[config.mk]
export PLATFORM = sky130hd
export DESIGN_NAME = depq_ctrl
export DESIGN_NICKNAME = d
export VERILOG_FILES = /design/src/design/depq_pkg.sv /design/src/design/depq_ctrl.sv
export SDC_FILE = /design/constraint.sdc
export NUM_CORES = 1
export LEC_CHECK = 0
export BUFFER_PORTS_ARGS = -buffer_cell sky130_fd_sc_hd__buf_4
export CAP_MARGIN = 25
export CELL_PAD_IN_SITES_DETAIL_PLACEMENT = 1
export CELL_PAD_IN_SITES_GLOBAL_PLACEMENT = 1
export CORE_UTILIZATION = 30
export DETAILED_ROUTE_END_ITERATION = 8
export GPL_TIMING_DRIVEN = 0
export PLACE_DENSITY_LB_ADDON = 0.1
export REMOVE_ABC_BUFFERS = 1
export SYNTH_ARGS = -nofsm -noshare
export SYNTH_HDL_FRONTEND = slang
export SYNTH_SLANG_ARGS = --single-unit
[constraint.sdc]
create_clock -name clk -period 1.4 [get_ports clk]
set_input_delay 0.14 -clock clk [delete_from_list [all_inputs] [get_ports clk]]
set_output_delay 0.14 -clock clk [all_outputs]
set_load 0.005 [all_outputs]
[src/design/depq_pkg.sv]
// Shared types, sizes and address helper for the double-ended priority queue.
`timescale 1ns / 1ps

package depq_pkg;

    localparam int CAPACITY = 256;
    localparam int ADDR_W   = $clog2(CAPACITY);
    localparam int CNT_W    = $clog2(CAPACITY + 1);
    localparam int DATA_W   = 32;
    localparam int OCNT_W   = 9;

    typedef enum logic [1:0] {
        OP_INSERT     = 2'd0,
        OP_REMOVE_MAX = 2'd1,
        OP_REMOVE_MIN = 2'd2,
        OP_CLEAR      = 2'd3
    } op_t;

    typedef struct packed {
        op_t                      op;
        logic signed [DATA_W-1:0] value;
    } in_t;

    typedef struct packed {
        logic signed [DATA_W-1:0] max_value;
        logic signed [DATA_W-1:0] min_value;
        logic                     is_empty;
        logic [OCNT_W-1:0]        element_count;
        logic                     insert_dropped;
    } out_t;

    // Controller to datapath
    typedef struct packed {
        logic latch;        // capture the request
        logic scan_start;   // read the largest entry, index it
        logic scan_shift;   // move current entry up one, step down
        logic place_next;   // write new value above current entry
        logic place_first;  // write new value at the bottom
        logic pop_max;
        logic pop_min;
        logic clear;
        logic flag_drop;
        logic lookup;       // fetch both ends
        logic report;
    } cmd_t;

    // Datapath to controller
    typedef struct packed {
        op_t  op;
        logic empty;
        logic full;
        logic greater;      // scanned entry above the new value
        logic last;         // scan index at the bottom entry
    } stat_t;

    // Circular buffer: logical offset from base, wrapped at CAPACITY
    function automatic logic [ADDR_W-1:0] phys_addr(input logic [ADDR_W-1:0] base,
                                                    input logic [ADDR_W-1:0] offset);
        logic [ADDR_W:0] sum;
        sum = {1'b0, base} + {1'b0, offset};
        if (sum >= (ADDR_W + 1)'(CAPACITY))
        begin
            sum = sum - (ADDR_W + 1)'(CAPACITY);
        end
        return sum[ADDR_W-1:0];
    endfunction

endpackage

[src/design/depq_ctrl.sv]
// Sequencing state machine for the double-ended priority queue.
`timescale 1ns / 1ps

module depq_ctrl (
    input  logic            clk,
    input  logic            rst_n,
    input  logic            start,
    input  depq_pkg::stat_t stat,
    output depq_pkg::cmd_t  cmd,
    output logic            busy
);

    typedef enum logic [5:0] {
        S_IDLE     = 6'b000001,
        S_DISPATCH = 6'b000010,
        S_SCAN     = 6'b000100,
        S_PLACE    = 6'b001000,
        S_LOOKUP   = 6'b010000,
        S_REPORT   = 6'b100000
    } state_t;

    state_t state_reg;
    state_t state_next;

    assign busy = (state_reg != S_IDLE);

    always_comb
    begin
        state_next = state_reg;
        cmd        = '0;
        case (state_reg)
            S_IDLE:
            begin
                if (start)
                begin
                    cmd.latch  = 1'b1;
                    state_next = S_DISPATCH;
                end
            end
            S_DISPATCH:
            begin
                state_next = S_LOOKUP;
                case (stat.op)
                    depq_pkg::OP_INSERT:
                    begin
                        if (stat.full)
                        begin
                            cmd.flag_drop = 1'b1;
                        end
                        else if (stat.empty)
                        begin
                            cmd.place_first = 1'b1;
                        end
                        else
                        begin
                            cmd.scan_start = 1'b1;
                            state_next     = S_SCAN;
                        end
                    end
                    depq_pkg::OP_REMOVE_MAX: cmd.pop_max = !stat.empty;
                    depq_pkg::OP_REMOVE_MIN: cmd.pop_min = !stat.empty;
                    depq_pkg::OP_CLEAR:      cmd.clear   = 1'b1;
                    default:                 cmd.clear   = 1'b1;
                endcase
            end
            S_SCAN:
            begin
                if (stat.greater)
                begin
                    cmd.scan_shift = 1'b1;
                    state_next     = stat.last ? S_PLACE : S_SCAN;
                end
                else
                begin
                    cmd.place_next = 1'b1;
                    state_next     = S_LOOKUP;
                end
            end
            S_PLACE:
            begin
                cmd.place_first = 1'b1;
                state_next      = S_LOOKUP;
            end
            S_LOOKUP:
            begin
                cmd.lookup = 1'b1;
                state_next = S_REPORT;
            end
            S_REPORT:
            begin
                cmd.report = 1'b1;
                state_next = S_IDLE;
            end
            default:
            begin
                state_next = S_IDLE;
            end
        endcase
    end

    always_ff @(posedge clk or negedge rst_n)
    begin
        if (!rst_n)
        begin
            state_reg <= S_IDLE;
        end
        else
        begin
            state_reg <= state_next;
        end
    end

    a_report_after_lookup: assert property (@(posedge clk) disable iff (!rst_n)
        (state_reg == S_REPORT) |-> $past(state_reg == S_LOOKUP))
        else $error("report without lookup");

    a_accept_dispatches: assert property (@(posedge clk) disable iff (!rst_n)
        (start && !busy) |=> (state_reg == S_DISPATCH))
        else $error("accepted request not dispatched");

    a_place_after_shift: assert property (@(posedge clk) disable iff (!rst_n)
        (state_reg == S_PLACE) |-> $past(cmd.scan_shift && stat.last))
        else $error("bottom placement without full shift");

endmodule

# ---- Word level (Yosys, flattened, before mapping)
# Cells that the tools add are included.
dict set report totals {
  out_inout_bits 12
  register_bits 6
  inputBits 9
  wordCells 42
}
dict set report classes {
  eq_ne 11
  n_reduce_logical 2
  mux 28
}
# operator count
set ops {}
lappend ops {{$pmux 6 s5} 1}
lappend ops {{$mux 1} 18}
lappend ops {{$mux 6} 3}
lappend ops {{$mux 5} 2}
lappend ops {{$mux 4} 2}
lappend ops {{$eq 6x1->1 const B} 1}
lappend ops {{$eq 6x2->1 const B} 1}
lappend ops {{$eq 6x3->1 const B} 1}
lappend ops {{$eq 6x4->1 const B} 1}
lappend ops {{$eq 6x5->1 const B} 1}
lappend ops {{$eq 6x6->1 const B} 1}
lappend ops {{$ne 6x1->1 const B} 1}
lappend ops {{$eq 2x2->1 const B} 2}
lappend ops {{$eq 2x1->1 const B} 1}
lappend ops {{$logic_not 2->1} 1}
lappend ops {{$mux 2} 1}
lappend ops {{$ne 2x2->1 const B} 1}
lappend ops {{$pmux 1 s2} 1}
lappend ops {{$logic_not 1->1} 1}

# ---- Depth between registers and ports, before layout
# Gate-level depths: netlist of the first run.
dict set report depth {
  ltp_word 4
  depth_mapped 3
  depth_no_buf 3
}

# ---- Least setup slack after synthesis of the first run
# Ideal clock, no wire load.
dict set report synth_timing {
  path_type {register to output}
  startpoint {register state_reg[4]}
  endpoint {output cmd[4] (netlist bit)}
  t_arrival_ns 1.221
  path_stages_with_launch 4
  setup_slack_ns 0.039
  required_ns 1.260
  n_path_buf 0
  cell_sequence {dfrtp_1 > nor4_4 > nand2_4 > nor4b_1}
}
# element line_no
set synth_rtl {}
lappend synth_rtl {{from (decl)} depq_ctrl.sv:22} ;# state_t state_reg;
lappend synth_rtl {{from (signal assigned)} depq_ctrl.sv:109} ;# state_reg <= state_next;
lappend synth_rtl {{to (decl)} depq_ctrl.sv:9} ;# output depq_pkg::cmd_t cmd,

==> results of run 1 <==
==> cell usage in the layout (no fill, tap or decap), types with 3 or more instances in the layout <==
cell type / Yosys / final
buf_4: 0 / 24
buf_6: 0 / 6
inv_1: 5 / 5
nor2_1: 5 / 3
clkbuf_4: 0 / 3
dfrtp_2: 0 / 3
==> worst max-delay path, cell delays in order, from the launching register on <==
cell and delay, ps:
dfrtp_2 420, nor4_4 360, nand2_4 150, buf_4 170, nor2_1 110, buf_4 120
==> timing repair <==
item                       CTS  global route
hold endpoints to repair     6             0
cloned                       0             0
gates resized for setup     18            11
setup buffers                7             3
hold buffers                 1             0
setup endpoints to repair   12            15
pin swaps                    5             5
==> power by group through the flow <==
stage	Sequential (mW)	Clock (mW)	Combinational, mW
after floorplan	0.259	0	0.219
after global placement	0.268	0	0.343
after detailed placement	0.270	0	0.346
after CTS	0.287	0.178	0.541
after global routing	0.299	0.198	0.671
final	0.294	0.177	0.629
==> layout make-up <==
class / count / share of cell area
Multi-Input combinational cell: 35 / 0.429
Timing Repair Buffer: 31 / 0.309
Sequential cell: 6 / 0.186
Clock buffer: 4 / 0.0315
Inverter: 5 / 0.0225
Tap cell: 15 / 0.0225
==> layer usage <==
metal / vias up / GRT usage / routed length, um
met4: 0 / 0.0776 / 0
li1: 241 / - / -
met2: 16 / 0.398 / 826
met1: 249 / 0.229 / 671
met3: 0 / 0.0909 / 71
met5: - / 0 / 0
==> logic make-up after synthesis <==
family | Yosys count | share of synthesized area
and+or+nand+nor | 28 | 0.466
AOI/OAI and AO/OA | 7 | 0.131
DFF | 6 | 0.359
buffers and inverters | 5 | 0.0445
==> path summary, 6_finish.rpt <==
path | endpoint | depth (start not counted)
worst max-delay path | cmd[3] | 5
min in group asynchronous | state_reg[1] | 2
max in group asynchronous | state_reg[0] | 2
worst max register to register | state_reg[2] | 5
worst min-delay path | state_reg[2] | 2
worst min register to register | state_reg[3] | 3
==> through the flow <==
step	total power [mW]	instance area [um2]	hold slack (ps)	worst slack, ps
6_report	1.10	835	87.5	-321
5_1_grt	1.17	835	77.0	-391
4_1_cts	1.01	772	77.0	-309
3_5_place_dp	0.616	591	-47.0	-182
3_3_place_gp	0.612	591	-48.5	-181
2_1_floorplan	0.478	422	-156	39.0
==> impl_results.md, run 1 <==
* Min-delay worst type: primary input to flop
* Total track usage at 0.223
* Initial antenna violation count at 0
* Syn-to-layout area delta at 97.9%
* H-tree Lvls at 1
* Clock Skew at 0.473 ps
* TritonCTS clock tree: built
* # DRC at 0
* R2R setup slack at -140 ps
* Max-slew headroom at 0.782
* Pin count of the biggest net entering global routing at 8
* NetSw at 0.410 mW
* Hold Violations, Final at 0
* Clock network power share at 0.161
* Critical path class: flop to primary output
* Synth cell types at 25
* CTS clk-pin slew, worst paths at 50 ps
* DP HPWL at 849 um
* Primary FF master, synth: dfrtp_1
* ANT cells at 0
* Number of flops mapped to enable cells by yosys at 0
* Worst vdd ir at 0.556 mV
* Placer Congestion at 0.646
* Failing checks: negative setup slack
* Placed Cells incl. Taps at 81
* Fill count at 143
* Tmin final at 1720 ps
* Clock Tree Root: clkbuf_4
* DR vias at 506
* Fin crit share at 1.23
* CP startpoint kind: flop
* WP data arrival at 1580 ps
* Status: finished, violations left
* Beginning of the critical path: state_reg[2]
* Multi-input logic area at 358 um2
* Largest area contributor in the netlist: dfrtp_1
* Fin cells at 96
* HP Start: stat[0]
* Max Root-Sink Buffers at 2
* Layout Nets at 91
* Final WL at 1570 um
* Max-cap check violation count at 0
* Syn avg cell area at 9.17 um2
* Global-route wire length before repair at 2180 um
* Initial Utilization at 0.324
* I/O Buffers at 20
* Worst Setup End Kind: primary output
* Wirelength per Cell at 16.3 um
* Proportion of netlist area held by the largest area contributor at 0.297
* Power Internal at 0.691 mW
* Post-DRT Antenna Nets at 0
* Die Ht at 39.5 um
* Largest register FFs at 6
* Sequential share of the synthesized area at 0.359
* Die X at 39.5 um
* Synthesis warning total at 0
* Crit path max fanout at 7
* Synth Register Bits at 6
* Number of global-route vias before repair at 491
* Via/cell ratio at 5.27
* Initial DRC Count at 3
* Layout cell share with drive strength beyond 1 at 0.716
* Clock sinks at 6
* Synthesized area at 422 um2
* Area of the core at 0.00130 mm2
* Worst-Margin Slew at 325 ps
* Final setup fails at 13
* TritonCTS buffer count at 3
* Post-Syn Instances at 46
* Sequential power share at 0.267
* R2R Path Start: state_reg[2]
* Row cnt at 13
* Die area at 0.00156 mm2
* Fin Setup TNS at -2650 ps
* Fmax at 0.581 GHz
* Max Transition Viols Final at 0
* Global route total overflow at 0
* Pwr dens at 1320 mW/mm2
* RSZ-0062 raised after global routing: true
* Leakage at 0.391 nW
* Switching Share at 0.372
* Comb pwr share at 0.572
* Final Util at 0.641
* CP Data Required Time at 1260 ps
* Pre-antenna DRT Iters at 3
* Register area at 155 um2
* Skew-Pair Late Insertion Delay at 240 ps
* Ranking of synthesized cells by area: dfrtp_1 (30%), dfstp_2 (6.2%), nor2b_1 (5.9%)
* Worst Setup Slack, final at -321 ps
* Synth cell count leaders: dfrtp_1 (5), inv_1 (5), nor2_1 (5)
* # IOs at 21
* Share of flip-flops with an asynchronous set or reset at 1.00
Note: power is estimated with default switching activity, not from simulation.
==> run 2: changes to the inputs <==
- ABC_AREA: not set -> 1
- CORE_UTILIZATION: 30 -> 29
==> run 2 against run 1 <==
The flow still finishes with violations (negative setup slack). Via count rose by 12%. Core utilization fell by 0.63 points. Worst setup slack gained 160 ps. Sequential share of layout area is 0.57 points lower. Final cell count up 20%. Largest cell class is now buffers. Critical endpoint is now cmd[2]. Largest power group unchanged.
==> impl_results.md, run 2 <==
* Area of the core at 0.00133 mm2
* Pwr dens at 1520 mW/mm2
* Commonest non-fill, non-tap cells in the layout: buf_4 (35), inv_1 (13), nor2_1 (9)
* Layout cell share with drive strength beyond 1 at 0.590
* Post-Syn Instances at 57
* Largest area contributor in the netlist: dfrtp_1
* Die Ht at 40.4 um
* H-tree Lvls at 1
* Commonest non-fill, non-tap cell in the layout: buf_4
* Ranking of synthesized cells by area: dfrtp_1 (29%), inv_1 (12%), nor2_1 (11%)
* ANT cells at 0
* Final Util at 0.635
* DP HPWL at 901 um
* I/O Buffers at 20
* Leakage at 0.454 nW
* Critical path class: flop to primary output
* Worst Setup End Kind: primary output
* Number of flops mapped to enable cells by yosys at 0
* Tmin final at 1560 ps
* Clock Tree Root: clkbuf_4
* Die X at 40.4 um
* Layout Nets at 110
* Crit path max fanout at 8
* Synth Register Bits at 6
* R2R setup slack at 10 ps
* Initial antenna violation count at 0
* Synthesized area at 428 um2
* Worst vdd ir at 0.783 mV
* Placer Congestion at 0.731
* Fin crit share at 1.11
* Primary FF master, synth: dfrtp_1
* DR vias at 569
* Wirelength per Cell at 18.0 um
* Proportion of netlist area held by the largest area contributor at 0.292
* Worst path cell trace: inv_1 -> nor2_2 -> nand3_4 -> nor4_2 -> buf_4
* Sequential share of the synthesized area at 0.354
* Synth cell count leaders: inv_1 (14), nor2_1 (12), nand3_1 (7)
* Min-delay worst type: primary input to flop
* Final setup fails at 12
* Hold Violations, Final at 0
* Global route total overflow at 0
* Worst Setup Slack, final at -158 ps
* Max incr delay on CP at 390 ps
* Status: finished, violations left
* Syn avg cell area at 7.51 um2
* Max Transition Viols Final at 0
* Share of flip-flops with an asynchronous set or reset at 1.00
* Initial DRC Count at 5
* Number of global-route vias before repair at 489
* Initial Utilization at 0.321
* CP Data Required Time at 1260 ps
* Largest register FFs at 6
* CP startpoint kind: flop
* WP data arrival at 1420 ps
* Max Root-Sink Buffers at 2
* Clock Skew at 3.22 ps
* Skew-Pair Late Insertion Delay at 250 ps
* Pre-CTS setup slack at 37.5 ps
* Max-cap check violation count at 0
* Via/cell ratio at 4.95
* Fmax at 0.642 GHz
* Synth cell types at 15
* Row cnt at 13
* Syn-to-layout area delta at 98.0%
* Global-route wire length before repair at 2170 um
* TritonCTS buffer count at 3
* CTS clk-pin slew, worst paths at 50 ps
* Slowest-stage cell, CP: dfrtp_1
* Synthesis warning total at 0
* RSZ-0062 raised after global routing: true
* Final WL at 2070 um
* Max-slew headroom at 0.756
* Post-DRT Antenna Nets at 0
* Total track usage at 0.217
* Die area at 0.00163 mm2
* Worst-Margin Slew at 365 ps
* Clock sinks at 6
* Pre-antenna DRT Iters at 3
* Failing checks: negative setup slack
* # DRC at 0
* # IOs at 21
* Pin count of the biggest net entering global routing at 9
* TritonCTS clock tree: built
* Most numerous cell in the Yosys netlist: inv_1
-- run 2: changes by cell type in the layout (fill, tap and decap cells not counted), moves of 3 or more --
cell,change
buf_4,+11
inv_1,+8
nand3_1,+6
nor2_1,+6
nor2_4,+5
buf_6,-4
nand3_4,+3
nand4_1,+3
nor4_2,+3
-- run 2: final timing paths --
path	cells after the start	start	endpoint
hold reg to reg	4	state_reg[0]	state_reg[1]
hold / removal	2	stat[0]	state_reg[2]
setup / recovery	5	state_reg[1]	cmd[2]
max in group asynchronous	2	rst_n	state_reg[0]
min in group asynchronous	2	rst_n	state_reg[1]
setup reg to reg	7	state_reg[0]	state_reg[0]
-- run 2: logic make-up (layout without fill, tap and decap cells) --
group | Yosys count | in the layout | share of synthesized area
AOI/OAI and AO/OA | 3 | 3 | 0.0439
buffers and inverters | 14 | 57 | 0.123
and+or+nand+nor | 34 | 34 | 0.480
DFF | 6 | 6 | 0.354
-- run 2: critical path: cells and delay by family (launching register included) --
family        cells  cell delay [ps]
buf+inv           2              220
simple gates      3              550
flops             1              390
-- run 2: layout make-up --
class                   instances  area [um2]
clock buffers                   4        26.3
fillers                       170         487
inverters                      14        52.6
multi-input cells              37         282
flip-flops and latches          6         153
well taps                      15        18.8
repair buffers                 39         315
-- run 2: per-stage QoR --
stage | hold WS [ps] | instance area, um2 | power, mW | setup TNS (ps) | instances
2_1_floorplan | -156 | 428 | 0.535 | 0 | 57
3_3_place_gp | -47.5 | 597 | 0.687 | 0 | 92
3_5_place_dp | -46.4 | 597 | 0.697 | 0 | 92
4_1_cts | 76.6 | 788 | 1.09 | -473 | 110
5_1_grt | 74.8 | 847 | 1.36 | -2240 | 115
6_report | 84.7 | 847 | 1.29 | -1230 | 115
-- run 2: repair_timing --
item,in CTS,in global routing
resized for setup,11,5
setup buffers,13,5
hold buffers,1,0
endpoints found under the hold margin,6,0
pin swaps,8,5
endpoints found under the setup margin,12,12
-- run 2: per-layer routing --
layer / GRT usage / wire (um) / vias up
met5: 0 / 0 / -
met4: 0.158 / 18 / 0
met3: 0.0667 / 49 / 2
met2: 0.357 / 1210 / 14
met1: 0.230 / 791 / 278
li1: - / - / 275
-- run 2: power by group --
group / switching [mW] / internal (mW) / total, mW / leakage (nW)
clock network: 0.0775 / 0.109 / 0.187 / 0.0150
registers: 0.0496 / 0.227 / 0.277 / 0.0769
logic: 0.418 / 0.407 / 0.826 / 0.362
total: 0.546 / 0.743 / 1.29 / 0.454
==> run 3: changes to the inputs <==
- CTS_BUF_LIST: not set -> sky130_fd_sc_hd__clkbuf_16
- CTS_CLUSTER_SIZE: not set -> 28
==> run 3 against run 2 <==
Critical path depth down 1. Design area grew 5.2%. Fmax is 1.8% higher. The flow still finishes with violations (negative setup slack). Final cell count shrank 1.7%.
==> impl_results.md, run 3 (same netlist as run 2, synthesis figures left out) <==
* Post-DRT Antenna Nets at 0
* Largest register FFs at 6
* HP Start: stat[0]
* Fin crit share at 1.09
* TritonCTS clock tree: built
* # IOs at 21
* Initial antenna violation count at 0
* WP data arrival at 1390 ps
* Min-delay worst type: primary input to flop
* Final WL at 1750 um
* Die X at 40.4 um
* CP startpoint kind: flop
* Die Ht at 40.4 um
* Worst Setup End Kind: primary output
* Pin count of the biggest net entering global routing at 9
* Pre-antenna DRT Iters at 2
* Initial DRC Count at 6
* Fin Setup TNS at -934 ps
* Overall power at 1.54 mW
* DR vias at 551
* Reg2reg end: state_reg[0]
* Skew-Pair Late Insertion Delay at 230 ps
* Max Transition Viols Final at 0
* Worst vdd ir at 1.05 mV
* Layout Nets at 108
* R2R Path Start: state_reg[4]
* Pwr dens at 1730 mW/mm2
* Worst path cell trace: nor2_2 -> nand4_1 -> inv_1 -> buf_4
* Global route total overflow at 0
* R2R setup slack at 100 ps
* Max incr delay on CP at 400 ps
* Crit-path leading delay family: simple AND/OR/NAND/NOR gates
* Failing checks: negative setup slack
* Hold EP: state_reg[2]
* Via/cell ratio at 4.88
* Worst-Margin Slew at 350 ps
* Clock Skew at 0.732 ps
* ANT cells at 0
* Total track usage at 0.213
* Fmax at 0.653 GHz
* Area of the core at 0.00133 mm2
* Worst r2r path cells at 6
* DP HPWL at 901 um
* Final setup fails at 11
* Max-cap check violation count at 0
* Crit path max fanout at 6
* # DRC at 0
* Tmin final at 1530 ps
* Status: finished, violations left
* CP bufs+invs at 2
* Clock Tree Root: clkbuf_16
* Syn-to-layout area delta at 108%
* H-tree Lvls at 1
* Initial Utilization at 0.321
* Max-slew headroom at 0.766
* Clock sinks at 6
* RSZ-0062 raised after global routing: true
* Leakage at 0.475 nW
* CTS clk-pin slew, worst paths at 40 ps
* Commonest non-fill, non-tap cell in the layout: buf_4
* Slowest-stage cell, CP: dfrtp_1
* Layout cell share with drive strength beyond 1 at 0.571
* Critical path class: flop to primary output
* I/O Buffers at 20
* TritonCTS buffer count at 3
* Wirelength per Cell at 15.5 um
* Die area at 0.00163 mm2
* CP Data Required Time at 1260 ps
* Placer Congestion at 0.731
* Global-route wire length before repair at 2190 um
* Hold-critical path depth at 2
* Hold Violations, Final at 0
* Max Root-Sink Buffers at 2
* Row cnt at 13
* Worst Setup Slack, final at -131 ps
* Number of global-route vias before repair at 509
* Commonest non-fill, non-tap cells in the layout: buf_4 (32), inv_1 (14), nor2_1 (9)
[run 3: cell count changes in the layout (fill, tap and decap cells not counted)]
cell,previous run,this run
buf_12,1,0
buf_4,35,32
buf_6,2,4
clkbuf_1,1,0
clkbuf_16,0,3
clkbuf_4,3,0
dfrtp_1,4,5
dfrtp_2,1,0
inv_1,13,14
nor2_2,2,3
nor2_4,5,4
nor4_2,3,1
nor4_4,0,2
[run 3: worst max path at each step]
| stage | from | endpoint | slack, ps | cells past startpoint |
|---|---|---|---|---|
| detailed placement | state_reg[4] | cmd[2] | 40 | 4 |
| global route | state_reg[1] | cmd[7] | -210 | 4 |
| CTS | state_reg[0] | cmd[10] | -70 | 6 |
| global placement | state_reg[4] | cmd[5] | 100 | 4 |
| floorplan | state_reg[0] | cmd[10] | 280 | 5 |
| finish | state_reg[1] | cmd[7] | -130 | 4 |
[run 3: repair_timing]
action / CTS / global route
pin swaps: 6 / 3
hold endpoints to repair: 6 / 0
gates resized for setup: 10 / 8
endpoints found under the setup margin: 11 / 12
hold buffers: 1 / 0
setup buffers: 12 / 4
[run 3: worst reg2reg max path: cells and delay by family (launching register included)]
| family | cells | cell delay [ps] |
|---|---|---|
| buffers and inverters | 2 | 300 |
| AND/OR/NAND/NOR | 3 | 440 |
| flip-flops | 1 | 410 |
| AO/OA/AOI/OAI | 1 | 70 |
[run 3: layout make-up]
cell class | instances | area [um2]
fill | 164 | 443
timing repair buffer | 37 | 295
multi-input combinational | 37 | 294
sequential | 6 | 151
clock buffer | 3 | 75.1
inverter | 14 | 52.6
tap | 15 | 18.8
clock inverter | 1 | 3.75
[run 3: per-layer routing]
layer | GRT usage | part of all wire | wire length [um]
met2 | 0.365 | 0.54 | 947
met1 | 0.226 | 0.40 | 698
met3 | 0.0722 | 0.048 | 85
met5 | 0 | 0 | 0
met4 | 0.117 | 0.013 | 23
[run 3: per-stage QoR]
stage | util | hold WS, ps | cell area [um2] | std cells | setup WS [ps]
after global routing | 0.668 | 124 | 891 | 113 | -211
after global placement | 0.447 | -47.5 | 597 | 92 | 98.5
after detailed placement | 0.447 | -46.4 | 597 | 92 | 37.5
after CTS | 0.613 | 110 | 817 | 109 | -68.9
after floorplan | - | -156 | 428 | 57 | 275
final | 0.668 | 112 | 891 | 113 | -131
[run 3: report_power, final]
part           switching [mW]  internal (mW)  leakage (nW)
sequential             0.0457          0.228        0.0785
clock                   0.108          0.371        0.0423
combinational           0.391          0.399         0.354
total                   0.545          0.998         0.475
